--- src/rtl/pts_pkg.sv ---
// Package for the priority task scheduler: command and mode codes, the
// command word that travels from the front queue to the executor, and helpers.
// No dependencies.
package pts_pkg;

  // Fixed field widths of the command and result words and the priority register.
  localparam int unsigned CMD_W       = 3;
  localparam int unsigned SEM_ID_W    = 3;
  localparam int unsigned TICKS_W     = 32;
  localparam int unsigned RUN_TASK_W  = 4;
  localparam int unsigned STATUS_W    = 2;
  localparam int unsigned PRIO_W      = 16;
  localparam int unsigned LEVEL_W     = 2;
  localparam int unsigned PRIO_TASKS  = PRIO_W / LEVEL_W;
  localparam logic [PRIO_W-1:0] PRIO_RESET = 16'h1555;

  // Defaults for the top-level parameters.
  localparam int unsigned DEF_TASKS      = 8;
  localparam int unsigned DEF_LEVELS     = 4;
  localparam int unsigned DEF_SEMAPHORES = 8;

  typedef enum logic [CMD_W-1:0] {
    CMD_START    = 3'd0,
    CMD_TICK     = 3'd1,
    CMD_SCHEDULE = 3'd2,
    CMD_DELAY    = 3'd3,
    CMD_TAKE     = 3'd4,
    CMD_GIVE     = 3'd5
  } cmd_e;

  typedef enum logic [1:0] {
    MODE_READY   = 2'd0,
    MODE_RUNNING = 2'd1,
    MODE_WAITING = 2'd2
  } mode_e;

  typedef enum logic [STATUS_W-1:0] {
    TAKE_ACQUIRED  = 2'd0,
    TAKE_NOT_AVAIL = 2'd1,
    TAKE_BLOCKED   = 2'd2
  } take_status_e;

  typedef enum logic [1:0] {
    QOP_NONE  = 2'd0,
    QOP_ENQ   = 2'd1,
    QOP_DEQ   = 2'd2,
    QOP_CLEAR = 2'd3
  } qop_e;

  typedef enum logic [2:0] {
    ST_IDLE,
    ST_EXEC,
    ST_START_Q,
    ST_TICK_DLY,
    ST_TICK_SEM,
    ST_GIVE_SWEEP,
    ST_SCHED_PICK,
    ST_DONE
  } state_e;

  // One command word as accepted on the input side.
  typedef struct packed {
    logic [CMD_W-1:0]    command;
    logic [SEM_ID_W-1:0] sem_id;
    logic [TICKS_W-1:0]  wait_ticks;
    logic                wait_forever;
  } word_t;

  // Front queue head as seen by the executor.
  typedef struct packed {
    logic  valid;
    word_t word;
  } front_head_t;

  // Priority level of a task; tasks beyond the register read level zero.
  function automatic logic [LEVEL_W-1:0] level_of(input logic [PRIO_W-1:0] prio,
                                                  input int unsigned t);
    logic [LEVEL_W-1:0] lvl;
    lvl = '0;
    if (t < PRIO_TASKS) begin
      lvl = prio[LEVEL_W*t +: LEVEL_W];
    end
    return lvl;
  endfunction

endpackage

--- src/rtl/pts_front.sv ---
// Front part of the scheduler: accepts command words and holds them in a
// two-entry queue until the executor takes them. Uses pts_pkg.
module pts_front (
  input  logic                         clk_i,
  input  logic                         rst_ni,
  input  logic                         start_i,
  input  pts_pkg::word_t               word_i,
  output logic                         busy_o,
  output pts_pkg::front_head_t         head_o,
  input  logic                         pop_i
);
  import pts_pkg::*;

  word_t      mem_q [2];
  logic       wr_ptr_q, rd_ptr_q;
  logic [1:0] cnt_q;
  logic       push;
  logic       pop;

  assign busy_o = (cnt_q == 2'd2);
  assign push   = start_i && !busy_o;
  assign pop    = pop_i && (cnt_q != 2'd0);

  // Head word goes to the executor; unknown commands are passed on as they are.
  assign head_o.valid = (cnt_q != 2'd0);
  assign head_o.word  = mem_q[rd_ptr_q];

  // Storage of the words.
  always_ff @(posedge clk_i) begin
    if (push) begin
      mem_q[wr_ptr_q] <= word_i;
    end
  end

  // Pointers and fill count.
  always_ff @(posedge clk_i or negedge rst_ni) begin
    if (!rst_ni) begin
      wr_ptr_q <= 1'b0;
      rd_ptr_q <= 1'b0;
      cnt_q    <= 2'd0;
    end else begin
      if (push) wr_ptr_q <= !wr_ptr_q;
      if (pop)  rd_ptr_q <= !rd_ptr_q;
      if (push && !pop) begin
        cnt_q <= cnt_q + 2'd1;
      end else if (pop && !push) begin
        cnt_q <= cnt_q - 2'd1;
      end
    end
  end

endmodule

--- src/rtl/pts_ready_q.sv ---
// Ready queues of the scheduler: one FIFO per priority level with a count,
// tail insert and compacting removal of a named task. Uses pts_pkg.
module pts_ready_q #(
  parameter int unsigned TASKS           = pts_pkg::DEF_TASKS,
  parameter int unsigned PRIORITY_LEVELS = pts_pkg::DEF_LEVELS,
  parameter int unsigned TIDW            = $clog2(TASKS + 1),
  parameter int unsigned CW              = $clog2(TASKS + 1)
) (
  input  logic                                         clk_i,
  input  logic                                         rst_ni,
  input  pts_pkg::qop_e                                op_i,
  input  logic [TIDW-1:0]                              task_i,
  input  logic [pts_pkg::LEVEL_W-1:0]                  level_i,
  output logic [PRIORITY_LEVELS-1:0][CW-1:0]           cnt_o,
  output logic [PRIORITY_LEVELS-1:0][TIDW-1:0]         head_o
);
  import pts_pkg::*;

  localparam int unsigned TIW  = (TASKS > 1) ? $clog2(TASKS) : 1;
  localparam int unsigned LVLW = (PRIORITY_LEVELS > 1) ? $clog2(PRIORITY_LEVELS) : 1;

  logic [TIDW-1:0] q_q [PRIORITY_LEVELS][TASKS];
  logic [PRIORITY_LEVELS-1:0][CW-1:0] cnt_q;
  logic            in_range;
  logic [LVLW-1:0] lv;
  logic            found;
  logic [TIW-1:0]  pos;

  assign in_range = (int'(level_i) < PRIORITY_LEVELS);
  assign lv       = LVLW'(level_i);
  assign cnt_o    = cnt_q;

  always_comb begin
    for (int l = 0; l < PRIORITY_LEVELS; l++) begin
      head_o[l] = q_q[l][0];
    end
  end

  // First slot of the level's queue that holds the task.
  always_comb begin
    found = 1'b0;
    pos   = '0;
    for (int k = TASKS - 1; k >= 0; k--) begin
      if ((k < int'(cnt_q[lv])) && (q_q[lv][k] == task_i)) begin
        found = 1'b1;
        pos   = TIW'(k);
      end
    end
  end

  // Queue entries: tail write, or shift down over the removed slot.
  always_ff @(posedge clk_i) begin
    if (in_range) begin
      if (op_i == QOP_ENQ && int'(cnt_q[lv]) < TASKS) begin
        q_q[lv][cnt_q[lv][TIW-1:0]] <= task_i;
      end else if (op_i == QOP_DEQ && found) begin
        for (int k = 0; k < TASKS - 1; k++) begin
          if (k >= int'(pos)) begin
            q_q[lv][k] <= q_q[lv][k+1];
          end
        end
      end
    end
  end

  // Counts per level.
  always_ff @(posedge clk_i or negedge rst_ni) begin
    if (!rst_ni) begin
      cnt_q <= '0;
    end else if (op_i == QOP_CLEAR) begin
      cnt_q <= '0;
    end else if (in_range) begin
      if (op_i == QOP_ENQ && int'(cnt_q[lv]) < TASKS) begin
        cnt_q[lv] <= cnt_q[lv] + CW'(1);
      end else if (op_i == QOP_DEQ && found) begin
        cnt_q[lv] <= cnt_q[lv] - CW'(1);
      end
    end
  end

endmodule

--- src/rtl/pts_back.sv ---
// Back part of the scheduler: a sequencer that carries out one command word
// at a time over the task table, semaphores and ready queues.
// Uses pts_pkg and pts_ready_q.
module pts_back #(
  parameter int unsigned TASKS           = pts_pkg::DEF_TASKS,
  parameter int unsigned PRIORITY_LEVELS = pts_pkg::DEF_LEVELS,
  parameter int unsigned SEMAPHORES      = pts_pkg::DEF_SEMAPHORES
) (
  input  logic                                clk_i,
  input  logic                                rst_ni,
  input  logic [pts_pkg::PRIO_W-1:0]          prio_i,
  input  pts_pkg::front_head_t                head_i,
  output logic                                pop_o,
  output logic                                done_o,
  output logic [pts_pkg::RUN_TASK_W-1:0]      running_task_o,
  output logic                                switch_request_o,
  output logic [pts_pkg::STATUS_W-1:0]        take_status_o,
  output logic                                higher_ready_o
);
  import pts_pkg::*;

  localparam int unsigned TIDW = $clog2(TASKS + 1);
  localparam int unsigned TIW  = (TASKS > 1) ? $clog2(TASKS) : 1;
  localparam int unsigned CW   = $clog2(TASKS + 1);
  localparam int unsigned SW   = $clog2(SEMAPHORES + 1);
  localparam int unsigned SIW  = (SEMAPHORES > 1) ? $clog2(SEMAPHORES) : 1;
  localparam logic [TIDW-1:0] NO_TASK = TIDW'(TASKS);
  localparam logic [SW-1:0]   NO_SEM  = SW'(SEMAPHORES);

  state_e                 state_q, state_d;
  logic [TIW-1:0]         idx_q, idx_d;
  word_t                  word_q, word_d;
  mode_e                  mode_q [TASKS];
  mode_e                  mode_d [TASKS];
  logic [TICKS_W-1:0]     delay_q [TASKS];
  logic [TICKS_W-1:0]     delay_d [TASKS];
  logic [SW-1:0]          att_q [TASKS];
  logic [SW-1:0]          att_d [TASKS];
  logic [TICKS_W-1:0]     tmo_q [TASKS];
  logic [TICKS_W-1:0]     tmo_d [TASKS];
  logic [TASKS-1:0]       notmo_q, notmo_d;
  logic [SEMAPHORES-1:0]  avail_q, avail_d;
  logic [TIDW-1:0]        cur_q, cur_d;
  logic                   sw_q, sw_d;
  logic [STATUS_W-1:0]    status_q, status_d;

  qop_e                   qop;
  logic [TIDW-1:0]        qtask;
  logic [PRIORITY_LEVELS-1:0][CW-1:0]   qcnt;
  logic [PRIORITY_LEVELS-1:0][TIDW-1:0] qhead;

  logic                   last_idx;
  logic                   cur_valid;
  logic [TIW-1:0]         cur_idx;
  logic                   blockable;
  logic                   sid_ok;
  logic [SIW-1:0]         sid_idx;
  logic [SW-1:0]          att_cur;
  logic [LEVEL_W-1:0]     cur_level;

  pts_ready_q #(
    .TASKS           (TASKS),
    .PRIORITY_LEVELS (PRIORITY_LEVELS),
    .TIDW            (TIDW),
    .CW              (CW)
  ) u_ready_q (
    .clk_i   (clk_i),
    .rst_ni  (rst_ni),
    .op_i    (qop),
    .task_i  (qtask),
    .level_i (level_of(prio_i, int'(qtask))),
    .cnt_o   (qcnt),
    .head_o  (qhead)
  );

  assign last_idx  = (int'(idx_q) == TASKS - 1);
  assign cur_valid = (int'(cur_q) < TASKS);
  assign cur_idx   = cur_q[TIW-1:0];
  assign blockable = cur_valid &&
                     (mode_q[cur_idx] == MODE_READY || mode_q[cur_idx] == MODE_RUNNING);
  assign sid_ok    = (int'(word_q.sem_id) < SEMAPHORES);
  assign sid_idx   = SIW'(word_q.sem_id);
  assign att_cur   = att_q[idx_q];
  assign cur_level = level_of(prio_i, int'(cur_q));

  // Next state of the sequencer.
  always_comb begin
    state_d = state_q;
    idx_d   = idx_q;
    unique case (state_q)
      ST_IDLE: begin
        if (head_i.valid) state_d = ST_EXEC;
      end
      ST_EXEC: begin
        idx_d = '0;
        priority case (word_q.command)
          CMD_START:    state_d = ST_START_Q;
          CMD_TICK:     state_d = ST_TICK_DLY;
          CMD_SCHEDULE: state_d = ST_SCHED_PICK;
          CMD_GIVE:     state_d = sid_ok ? ST_GIVE_SWEEP : ST_DONE;
          default:      state_d = ST_DONE;
        endcase
      end
      ST_START_Q, ST_TICK_DLY, ST_TICK_SEM, ST_GIVE_SWEEP: begin
        idx_d = idx_q + TIW'(1);
        if (last_idx) begin
          idx_d   = '0;
          state_d = (state_q == ST_TICK_DLY) ? ST_TICK_SEM : ST_DONE;
        end
      end
      ST_SCHED_PICK: state_d = ST_DONE;
      ST_DONE:       state_d = ST_IDLE;
      default:       state_d = ST_IDLE;
    endcase
  end

  // Datapath work of each state.
  always_comb begin
    word_d   = word_q;
    mode_d   = mode_q;
    delay_d  = delay_q;
    att_d    = att_q;
    tmo_d    = tmo_q;
    notmo_d  = notmo_q;
    avail_d  = avail_q;
    cur_d    = cur_q;
    sw_d     = sw_q;
    status_d = status_q;
    qop      = QOP_NONE;
    qtask    = TIDW'(idx_q);
    pop_o    = 1'b0;
    unique case (state_q)
      ST_IDLE: begin
        if (head_i.valid) begin
          pop_o    = 1'b1;
          word_d   = head_i.word;
          sw_d     = 1'b0;
          status_d = TAKE_ACQUIRED;
        end
      end
      ST_EXEC: begin
        priority case (word_q.command)
          CMD_START: begin
            qop = QOP_CLEAR;
            for (int t = 0; t < TASKS; t++) begin
              mode_d[t]  = MODE_READY;
              delay_d[t] = '0;
              att_d[t]   = NO_SEM;
              tmo_d[t]   = '0;
            end
            notmo_d = '0;
            avail_d = '0;
            cur_d   = NO_TASK;
            sw_d    = 1'b1;
          end
          CMD_TICK: sw_d = 1'b1;
          CMD_SCHEDULE: begin
            // Preempt the running task to the tail of its queue.
            if (cur_valid && mode_q[cur_idx] == MODE_RUNNING) begin
              mode_d[cur_idx] = MODE_READY;
              qop             = QOP_ENQ;
              qtask           = cur_q;
            end
            cur_d = NO_TASK;
          end
          CMD_DELAY: begin
            if (word_q.wait_ticks != '0 && blockable) begin
              if (mode_q[cur_idx] == MODE_READY) begin
                qop   = QOP_DEQ;
                qtask = cur_q;
              end
              mode_d[cur_idx]  = MODE_WAITING;
              delay_d[cur_idx] = word_q.wait_ticks;
              sw_d             = 1'b1;
            end
          end
          CMD_TAKE: begin
            if (!sid_ok) begin
              status_d = TAKE_NOT_AVAIL;
            end else if (avail_q[sid_idx]) begin
              avail_d[sid_idx] = 1'b0;
              if (cur_valid) att_d[cur_idx] = NO_SEM;
            end else if (word_q.wait_ticks != '0 || word_q.wait_forever) begin
              if (blockable) begin
                if (mode_q[cur_idx] == MODE_READY) begin
                  qop   = QOP_DEQ;
                  qtask = cur_q;
                end
                mode_d[cur_idx]  = MODE_WAITING;
                att_d[cur_idx]   = SW'(word_q.sem_id);
                tmo_d[cur_idx]   = word_q.wait_ticks;
                notmo_d[cur_idx] = word_q.wait_forever;
                status_d         = TAKE_BLOCKED;
                sw_d             = 1'b1;
              end else begin
                status_d = TAKE_NOT_AVAIL;
              end
            end else begin
              status_d = TAKE_NOT_AVAIL;
            end
          end
          CMD_GIVE: begin
            if (sid_ok) avail_d[sid_idx] = 1'b1;
          end
          default: ;
        endcase
      end
      ST_START_Q: qop = QOP_ENQ;
      ST_TICK_DLY: begin
        // Count down a delay; the task wakes when it reaches zero.
        if (mode_q[idx_q] == MODE_WAITING && delay_q[idx_q] != '0) begin
          delay_d[idx_q] = delay_q[idx_q] - TICKS_W'(1);
          if (delay_q[idx_q] == TICKS_W'(1)) begin
            mode_d[idx_q] = MODE_READY;
            qop           = QOP_ENQ;
          end
        end
      end
      ST_TICK_SEM, ST_GIVE_SWEEP: begin
        // Wake on a given semaphore, or on timeout during a tick.
        if (int'(att_cur) < SEMAPHORES) begin
          if (avail_q[att_cur[SIW-1:0]]) begin
            att_d[idx_q] = NO_SEM;
            if (mode_q[idx_q] == MODE_WAITING) begin
              mode_d[idx_q] = MODE_READY;
              qop           = QOP_ENQ;
            end
          end else if (state_q == ST_TICK_SEM && !notmo_q[idx_q]) begin
            if (tmo_q[idx_q] <= TICKS_W'(1)) begin
              tmo_d[idx_q] = '0;
              att_d[idx_q] = NO_SEM;
              if (mode_q[idx_q] == MODE_WAITING) begin
                mode_d[idx_q] = MODE_READY;
                qop           = QOP_ENQ;
              end
            end else begin
              tmo_d[idx_q] = tmo_q[idx_q] - TICKS_W'(1);
            end
          end
        end
      end
      ST_SCHED_PICK: begin
        // Run the head of the highest non-empty level.
        for (int l = 0; l < PRIORITY_LEVELS; l++) begin
          if (qcnt[l] != '0) begin
            qtask = qhead[l];
            cur_d = qhead[l];
          end
        end
        if (int'(cur_d) < TASKS) begin
          qop                     = QOP_DEQ;
          mode_d[cur_d[TIW-1:0]]  = MODE_RUNNING;
        end
      end
      ST_DONE: ;
      default: ;
    endcase
  end

  // Result word, shown for the one cycle of the done state.
  always_comb begin
    done_o           = (state_q == ST_DONE);
    running_task_o   = RUN_TASK_W'(cur_q);
    switch_request_o = sw_q;
    take_status_o    = status_q;
    higher_ready_o   = 1'b0;
    for (int l = 0; l < PRIORITY_LEVELS; l++) begin
      if (qcnt[l] != '0 && (!cur_valid || l > int'(cur_level))) begin
        higher_ready_o = 1'b1;
      end
    end
  end

  // Command word and per-task counters.
  always_ff @(posedge clk_i) begin
    word_q  <= word_d;
    delay_q <= delay_d;
    tmo_q   <= tmo_d;
  end

  // Control and task state.
  always_ff @(posedge clk_i or negedge rst_ni) begin
    if (!rst_ni) begin
      state_q  <= ST_IDLE;
      idx_q    <= '0;
      cur_q    <= NO_TASK;
      sw_q     <= 1'b0;
      status_q <= TAKE_ACQUIRED;
      notmo_q  <= '0;
      avail_q  <= '0;
      for (int t = 0; t < TASKS; t++) begin
        mode_q[t] <= MODE_READY;
        att_q[t]  <= NO_SEM;
      end
    end else begin
      state_q  <= state_d;
      idx_q    <= idx_d;
      cur_q    <= cur_d;
      sw_q     <= sw_d;
      status_q <= status_d;
      notmo_q  <= notmo_d;
      avail_q  <= avail_d;
      mode_q   <= mode_d;
      att_q    <= att_d;
    end
  end

endmodule

--- src/rtl/priority_task_scheduler.sv ---
// Top level of the priority task scheduler: priority register, front queue
// and command executor. Uses pts_pkg, pts_front and pts_back.
//
//  channel   | ports                                      | handshake
//  ----------+--------------------------------------------+-------------------------
//  command   | command_i sem_id_i wait_ticks_i wait_forever_i | start_i high, busy_o low
//  result    | running_task_o switch_request_o take_status_o higher_ready_o | done_o
//  config    | cfg_we_i cfg_wdata_i                       | cfg_we_i high
//
// In the executor a start, a give and a tick sweep the task table one task per
// cycle (a tick sweeps the delays, then the semaphores), and a schedule picks
// the next task to run. The executor takes a word from the queue while idle.
// A two-word queue in front lets new words in while the executor works.
// Reset leaves every queue empty, all tasks ready and no task running.
// The result word is shown for one cycle on done_o; the receiver cannot stall.
module priority_task_scheduler #(
  parameter int unsigned TASKS           = pts_pkg::DEF_TASKS,
  parameter int unsigned PRIORITY_LEVELS = pts_pkg::DEF_LEVELS,
  parameter int unsigned SEMAPHORES      = pts_pkg::DEF_SEMAPHORES
) (
  input  logic                               clk_i,
  input  logic                               rst_ni,
  input  logic                               start_i,
  output logic                               busy_o,
  input  logic [pts_pkg::CMD_W-1:0]          command_i,
  input  logic [pts_pkg::SEM_ID_W-1:0]       sem_id_i,
  input  logic [pts_pkg::TICKS_W-1:0]        wait_ticks_i,
  input  logic                               wait_forever_i,
  output logic                               done_o,
  output logic [pts_pkg::RUN_TASK_W-1:0]     running_task_o,
  output logic                               switch_request_o,
  output logic [pts_pkg::STATUS_W-1:0]       take_status_o,
  output logic                               higher_ready_o,
  input  logic                               cfg_we_i,
  input  logic [pts_pkg::PRIO_W-1:0]         cfg_wdata_i
);
  import pts_pkg::*;

  logic [PRIO_W-1:0] prio_q;
  word_t             in_word;
  front_head_t       head;
  logic              pop;

  assign in_word.command      = command_i;
  assign in_word.sem_id       = sem_id_i;
  assign in_word.wait_ticks   = wait_ticks_i;
  assign in_word.wait_forever = wait_forever_i;

  // Task priority register.
  always_ff @(posedge clk_i or negedge rst_ni) begin
    if (!rst_ni) begin
      prio_q <= PRIO_RESET;
    end else if (cfg_we_i) begin
      prio_q <= cfg_wdata_i;
    end
  end

  pts_front u_front (
    .clk_i   (clk_i),
    .rst_ni  (rst_ni),
    .start_i (start_i),
    .word_i  (in_word),
    .busy_o  (busy_o),
    .head_o  (head),
    .pop_i   (pop)
  );

  pts_back #(
    .TASKS           (TASKS),
    .PRIORITY_LEVELS (PRIORITY_LEVELS),
    .SEMAPHORES      (SEMAPHORES)
  ) u_back (
    .clk_i            (clk_i),
    .rst_ni           (rst_ni),
    .prio_i           (prio_q),
    .head_i           (head),
    .pop_o            (pop),
    .done_o           (done_o),
    .running_task_o   (running_task_o),
    .switch_request_o (switch_request_o),
    .take_status_o    (take_status_o),
    .higher_ready_o   (higher_ready_o)
  );

endmodule

--- config.mk ---
export PLATFORM = sky130hd
export DESIGN_NAME = priority_task_scheduler
export DESIGN_NICKNAME = d
export VERILOG_FILES = /design/src/rtl/pts_pkg.sv /design/src/rtl/pts_front.sv /design/src/rtl/pts_ready_q.sv /design/src/rtl/pts_back.sv /design/src/rtl/priority_task_scheduler.sv
export SDC_FILE = /design/constraint.sdc
export NUM_CORES = 2
export LEC_CHECK = 0
export ABC_CLOCK_PERIOD_IN_PS = 7900
export BUFFER_PORTS_ARGS = -buffer_cell sky130_fd_sc_hd__buf_2
export CAP_MARGIN = 20
export CORE_ASPECT_RATIO = 1.4
export CORE_MARGIN = 1
export CORE_UTILIZATION = 50
export DETAILED_ROUTE_END_ITERATION = 8
export PLACE_DENSITY = 0.66
export SYNTH_ARGS = -nofsm -noshare
export SYNTH_HDL_FRONTEND = slang
export SYNTH_SLANG_ARGS = --single-unit
--- constraint.sdc ---
create_clock -name clk_i -period 7.9 [get_ports clk_i]
set_input_delay 0 -clock clk_i [delete_from_list [all_inputs] [get_ports clk_i]]
set_output_delay 0 -clock clk_i [all_outputs]
set_load 0.01 [all_outputs]
==> Yosys cells after proc, flatten, opt, wreduce, memory -nomap -nowiden <==
Memory sizes are Yosys's and may differ from the RTL's. A register that Yosys moved wholly into a read port is not among the register bits.
Index checks and enable logic that the tools add are counted.
{ "classes": {"n_bitwise": 53, "eq_ne": 57, "magnitude_cmp": 40, "addsub": 7, "muxes": 241, "n_reduce_logical": 77, "n_shift": 2} }
{ "ops": {"columns": ["op", "count"], "rows": [
  ["$mux W256", 9],
  ["$pmux W256 S2", 4],
  ["$bwmux W256", 4],
  ["$mux W32", 15],
  ["$and A256 B256 Y256", 1],
  ["$mux W16", 16],
  ["$not A256 Y256", 1],
  ["$bmux W32 S3", 2],
  ["$demux W32 S3", 2],
  ["$pmux W16 S4", 2],
  ["$pmux W32 S2", 2],
  ["$mux W4", 23],
  ["$mux W1", 86],
  ["$reduce_bool A32 Y1", 2],
  ["$sub A32 B1 Y32 const B", 2],
  ["$mux W2", 28],
  ["$and A24 B24 Y24", 2],
  ["$not A24 Y24", 2],
  ["$or A8 B8 Y8", 5],
  ["$demux W4 S3", 3],
  ["$mux W3", 11],
  ["$and A16 B16 Y16", 2],
  ["$bwmux W16", 2],
  ["$bwmux W32", 1],
  ["other kinds (81)", 250]
]} }
{ "totals": {"regBits": 625, "output_inout_bits": 10, "ram_bits": 206, "memories": 2} }
{ "mem_list": {"columns": ["name", "depth", "width", "rd", "rd_ports_with_merged_regs", "write_ports", "line", "text"], "rows": [
  ["u_back.u_ready_q.q_q", 4, 32, 5, 0, 1, "pts_ready_q.sv:22", "logic [TIDW-1:0] q_q [PRIORITY_LEVELS][TASKS];"],
  ["u_front.mem_q", 2, 39, 1, 1, 1, "pts_front.sv:14", "word_t mem_q [2];"]
]} }

==> Depth between registers and ports, before layout <==
{ "logic_depth": {"word_depth": 32, "ltp_mapped": 28} }

==> By module <==
Synthesis repeated with hierarchy kept, for this count alone.
{ "unflattened": {"hier_cells": 3721, "area_unflattened_um2": 45808.9} }
{ "by_module_without_submodules": {"columns": ["module", "area_per_inst_um2", "seq_area_each_um2", "cells_each", "instances"], "rows": [
  ["pts_back", 35298.9, 18484.0, 3103, 1],
  ["pts_ready_q", 6825.3, 4244.1, 444, 1],
  ["pts_front", 3026.7, 2442.3, 140, 1],
  ["priority_task_scheduler", 658.1, 409.1, 34, 1]
]} }

==> Worst setup path after synthesis <==
Ideal clock, no wire load.
{ "synth_timing": {"kind": "flip-flop to flip-flop", "start": "reg u_back.idx_q[2]", "end": "reg u_back.tmo_q[0] (netlist name), enable pin", "path_slack_ns": 0.804, "path_stages_with_launch": 19, "arrival_time_ns": 6.664, "n_path_buf": 8, "period_less_slack_ns": 7.096, "required_time_ns": 7.468, "setup_ns": 0.432, "cell_sequence": "dfrtp_1 -> clkbuf_1 -> clkbuf_1 -> buf_1 -> clkbuf_1 -> buf_1 -> clkbuf_1 -> mux2_2 -> a221oi_1 -> a21oi_1 -> a21oi_1 -> ha_1 -> o2111ai_1 -> nor2_1 -> nor4b_1 -> clkbuf_1 -> clkbuf_1 -> nor2_1 -> a21oi_1"} }
{ "synth_between": {"elab_chain_cells": 8} }
{ "synth_rtl": {"columns": ["item", "line", "text"], "rows": [
  ["from (decl)", "pts_back.sv:31", "logic [TIW-1:0] idx_q, idx_d;"],
  ["from (signal assigned)", "pts_back.sv:297", "idx_q <= idx_d;"],
  ["$not A3 Y4 (not written as such)", "pts_back.sv:83", "assign att_cur = att_q[idx_q];"],
  ["$bmux W4 S3", "pts_back.sv:83", null],
  ["$mux W4 (not written as such) (2 in series)", "pts_back.sv:83", null],
  ["$bmux W1 S3", "pts_back.sv:222", "if (avail_q[att_cur[SIW-1:0]]) begin"],
  ["$mux W1 (not written as such)", "pts_back.sv:222", null],
  ["$ne A2 B2 Y1 (no line)", null, null],
  ["$reduce_and A8 Y1 (no line) (*)", null, null],
  ["to (signal assigned)", "pts_back.sv:278", "tmo_q <= tmo_d;"],
  ["to (decl)", "pts_back.sv:39", "logic [TICKS_W-1:0] tmo_q [TASKS];"]
]} }
Mark *: on every way between the ends. The rest lies on a longest branch, timed or not. The select of a mux whose other input is x is not followed.
A chain may end at the register's enable or synchronous reset.

==> Worst setup path after layout <==
{ "layout_timing": {"start": "reg u_back.word_q[18] (netlist name)", "end": "mem u_back.u_ready_q.q_q[2][22] (netlist name) (data pin)"} }
{ "layout_between": {"elab_chain_cells": 26} }
{ "layout_rtl": {"columns": ["item", "line", "text"], "rows": [
  ["from (decl)", "pts_back.sv:32", "word_t word_q, word_d;"],
  ["from (signal assigned)", "pts_back.sv:276", "word_q <= word_d;"],
  ["$reduce_bool A32 Y1 (*)", "pts_back.sv:167, pts_back.sv:183", null],
  ["$logic_or A1 B1 Y1", "pts_back.sv:183", "end else if (word_q.wait_ticks != '0 || word_q.wait_forever) begin"],
  ["$mux W4", "pts_back.sv:183", null],
  ["$mux W4", "pts_back.sv:180", "end else if (avail_q[sid_idx]) begin"],
  ["$pmux W4 S3 (*)", "pts_back.sv:142", "priority case (word_q.command)"],
  ["$pmux W4 S2 (*)", "pts_back.sv:132", "unique case (state_q)"],
  ["named net u_back.qtask[1]", "pts_back.sv:48", "logic [TIDW-1:0] qtask;"],
  ["$shiftx A16 B6 Y2 / $lt A4 B4 Y1 (equally long branches)", "pts_pkg.sv:81, pts_pkg.sv:80", null],
  ["[... 4 more ...]", null, null],
  ["$logic_and A1 B1 Y1", "pts_ready_q.sv:44", "if ((k < int'(cnt_q[lv])) && (q_q[lv][k] == task_i)) begin"],
  ["$mux W3 (8 in series)", "pts_ready_q.sv:44", null],
  ["$ge A2 B3 Y1", "pts_ready_q.sv:58", "if (k >= int'(pos)) begin"],
  ["$mux W1", "pts_ready_q.sv:58", null],
  ["$mux W1", "pts_ready_q.sv:56", "end else if (op_i == QOP_DEQ && found) begin"],
  ["$mux W1", "pts_ready_q.sv:54", "if (op_i == QOP_ENQ && int'(cnt_q[lv]) < TASKS) begin"],
  ["$mux W1 (not written as such)", "pts_ready_q.sv:59", "q_q[lv][k] <= q_q[lv][k+1];"],
  ["$mux W1 (no line) (*)", null, null],
  ["to (decl)", "pts_ready_q.sv:22", null]
]} }
Mark *: on every way through the listed nets, which the timed path passes. The rest lies on a longest branch. The select of a mux whose other input is x is not followed.

==> results_dict.tcl <==
set metrics [dict create \
    crit_path_max_fanout 27 \
    first_pass_iters 7 \
    worstPathRequired_ns 8.30 \
    yosysWarnings 0 \
    core_mm2 0.0901 \
    grt_max_degree 180 \
    ys.flop_type "edfxtp_1" \
    grt_pass1_wl_um 245000 \
    violations "negative hold slack" \
    period_share_pct 93.3 \
    syn_inst 4075 \
    grt-ovfl-total 0 \
    cts_resized 0 \
    min_period_ns 7.37 \
    seqPwrFrac_pct 32.2 \
    p_leak_uw 0.0169 \
    worstSetupEndpointType "register" \
    hold_viol 2 \
    slew_violations 0 \
    netlist_area_mm2 0.0456 \
    drtIter0Drc 5741 \
    critPathKind "register to register" \
    synth_area_per_cell_um2 11.2 \
    ff2ff_setup_slack_ns 0.53 \
    hp-class "input pin to asynchronous set/reset pin" \
    synthArstFlopShare_pct 13.0 \
    fill_cells 7556 \
    cts_root_buffer "clkbuf_16" \
    final_common_cell "edfxtp_1" \
    post_route_cells_drive_above_1_share_pct 15.2 \
    initial_core_util_pct 50.6 \
    cts_buffers 83 \
    crit_arrival_ns 7.76 \
    drtAntennaViolNets 0 \
    post_drt_wl_per_cell_um 31.7 \
    reg2reg_from "u_back.word_q[18]$_DFFE_PP_" \
    clk_path_buf_depth 3 \
    grt_pass1_vias 36608 \
    status "finished, violations left" \
    rr_endpoint "u_back.u_ready_q.q_q[2][22]$_DFFE_PP_" \
    reg2reg_depth 19 \
    rsz0062_at_grt "false" \
    drv_cap 0 \
    die_x_um 257 \
    critPathLaunchType "register" \
    h-tree-depth 3 \
    antenna_found_initial 6 \
    synth_edf_count 757 \
    clk_pin_slew_ns 0.07 \
    rows 130 \
    utilization_pct 56.9 \
    power_density_mw_per_mm2 424 \
    ir_drop_mv 0.335 \
    hpwlAfterDp_um 106000 \
    area_growth_pct 12.3 \
    final_cell_mix "edfxtp_1 (757), nand2_1 (467), o21ai_0 (397)" \
    intPower_uw 11800 \
    totalWireLength_um 170000 \
    ys_seq_area_share_pct 56.1 \
    swShare_pct 45.8 \
    clock.fmax_mhz 136 \
    drc 0 \
    finalNetCount 4162 \
    num_io_pins 69 \
    p_clk_share_pct 18.6 \
    clock_latency_ns 0.69 \
    grt_usage_pct 35.9 \
    io_buffers 68 \
    fin_skew_ns 0.0388 \
    power_switching_uw 9970 \
    die_area_mm2 0.0925 \
    yosysUniqueCellTypes 102 \
    viasPerCell 7.05 \
    hold_ws_ns -0.00172 \
    syn-num-nets 4146 \
    combinationalPowerShare_pct 49.2 \
    cts_tree "built" \
    worst_pin_slew_ns 1.11 \
    vias 37693 \
    die_h_um 359 \
    pre_cts_slack_ns 0.823 \
    setup_violations 0 \
    setup_slack_ns 0.531 \
    maxSlewHeadroom_pct 25.6 \
    gp_congestion 0.975 \
    ys_ff_latch 870 \
    cts.sinks 870 \
    fin_tns_setup_ns 0 \
]
## sequential cells by signal (all words and copies together) (netlist names), 2 cells and up
name                    flops
u_back.sid_idx              3
u_back.avail_q              8
u_back.tmo_q              256
u_back.att_q               32
u_back.word_q              36
u_back.idx_q                3
u_back.take_status_o        2
u_back.running_task_o       4
u_front.mem_q              78
u_front.cnt_q               2
u_back.u_ready_q.cnt_o     16
u_back.delay_q            256
u_back.u_ready_q.q_q      128
prio_q                     16
u_back.mode_q              16
u_back.state_q              3
u_back.notmo_q              8
## layout make-up
cell class	instances	area [um2]	area share, %
antenna	2	5.00	0.00976
clock buffer	106	2230	4.35
clock inverter	44	449	0.876
inverter	72	273	0.532
multi-input combinational	2755	18700	36.5
sequential	870	25600	49.9
tap	1188	1490	2.90
timing repair buffer	309	2530	4.94
## cell usage after synthesis, drive strengths merged (7+ instances only)
cell / instances / area [um2]
nor4: 22 / 178
a22oi: 234 / 1760
o31ai: 17 / 138
xnor2: 56 / 490
xor2: 19 / 166
nor3b: 9 / 67.6
nor3: 49 / 250
nand3: 40 / 205
mux4: 36 / 811
o32ai: 10 / 87.6
a21oi: 187 / 943
and2: 20 / 125
o211ai: 16 / 130
o21ai: 403 / 2040
o221ai: 8 / 70.1
ha: 12 / 150
a221o: 20 / 200
o2bb2ai: 12 / 105
nand3b: 7 / 52.6
mux2: 119 / 1360
nand2b: 24 / 150
dfrtp: 97 / 2430
nor2b: 17 / 106
a2111oi: 9 / 97.6
o22ai: 57 / 357
nor2: 251 / 962
mux2i: 91 / 915
a21o: 7 / 52.6
a211oi: 15 / 118
nand4: 11 / 68.8
nand2: 469 / 1760
or3: 8 / 50.1
and3: 29 / 186
buf: 84 / 413
a22o: 291 / 2550
edfxtp: 757 / 22700
a31oi: 19 / 125
dfstp: 16 / 420
a221oi: 75 / 663
clkbuf: 294 / 1100
inv: 70 / 265
o21a: 8 / 60.1
## layer usage
| layer | track usage [%] | share of wire [%] | up-vias |
|---|---|---|---|
| met5 | 0 | 0.024 | - |
| met2 | 56.4 | 46 | 2874 |
| met3 | 7.56 | 11 | 746 |
| met4 | 25.7 | 8.1 | 6 |
| met1 | 43.9 | 35 | 18315 |
| li1 | - | - | 15752 |
## critical path: stages (launching register included)
cell and delay [ns]:
edfxtp_1 0.73, nor4_1 0.41, nand4_1 0.50, o311ai_1 0.68, nor4b_4 0.13, o211ai_2 0.25
mux2_4 0.46, inv_4 0.22, mux2_4 0.33, mux2i_2 0.23, buf_4 0.27, a31oi_2 0.15
buf_4 0.29, o32a_1 0.25, and3_4 0.20, a2111oi_4 0.34, o2111ai_2 0.22, a311oi_1 0.49
o41a_1 0.45, mux2_1 0.43
## power groups by stage
stage | logic, uW | registers (uW) | clock network (uW)
after floorplan | 6840 | 6570 | 0
after global placement | 10200 | 7030 | 0
after detailed placement | 10300 | 7050 | 0
after CTS | 10400 | 6960 | 4040
after global routing | 11200 | 7060 | 4210
final | 10700 | 7000 | 4040
## cell families (layout without fill, tap and decap cells)
kind of cell / after synthesis / after routing / share of synthesized area (%)
multiplexers: 246 / 246 / 6.75
AO/OA/AOI/OAI: 1440 / 1440 / 21.9
adder cells (fa/ha/maj): 12 / 12 / 0.329
other: 0 / 2 / 0
buffers and inverters: 450 / 531 / 3.92
flip-flops: 870 / 870 / 56.1
XOR/XNOR: 75 / 75 / 1.44
AND/OR/NAND/NOR: 982 / 982 / 9.64
## worst max path at each step
stage                                      from                                     to  slack, ns
floorplan           u_back.idx_q[2]$_DFFE_PN0P_              u_back.tmo_q[0]$_DFFE_PP_       0.80
global placement     u_back.word_q[2]$_DFFE_PP_  u_back.u_ready_q.q_q[2][22]$_DFFE_PP_       0.95
detailed placement  u_back.word_q[18]$_DFFE_PP_  u_back.u_ready_q.q_q[2][21]$_DFFE_PP_       0.82
CTS                 u_back.word_q[18]$_DFFE_PP_  u_back.u_ready_q.q_q[2][21]$_DFFE_PP_       0.77
global route        u_back.word_q[18]$_DFFE_PP_  u_back.u_ready_q.q_q[2][21]$_DFFE_PP_       0.23
finish              u_back.word_q[18]$_DFFE_PP_  u_back.u_ready_q.q_q[2][22]$_DFFE_PP_       0.53
## stage by stage
stage / power (uW) / area [um2] / cells / hold slack (ns)
after detailed placement: 17300 / 47800 / 5117 / 0.0799
final: 21800 / 51300 / 5346 / -0.00172
after CTS: 21400 / 51300 / 5344 / 0.0188
after global placement: 17300 / 47800 / 5115 / 0.0875
after floorplan: 13400 / 45600 / 4075 / -0.296
after global routing: 22400 / 51300 / 5345 / 0.0432
## what timing repair did
item | in CTS | in global routing
endpoints found under the hold margin | 160 | 0
hold buffers | 77 | 0
buffers inserted | 0 | 0
(Power assumes the default switching activity.)
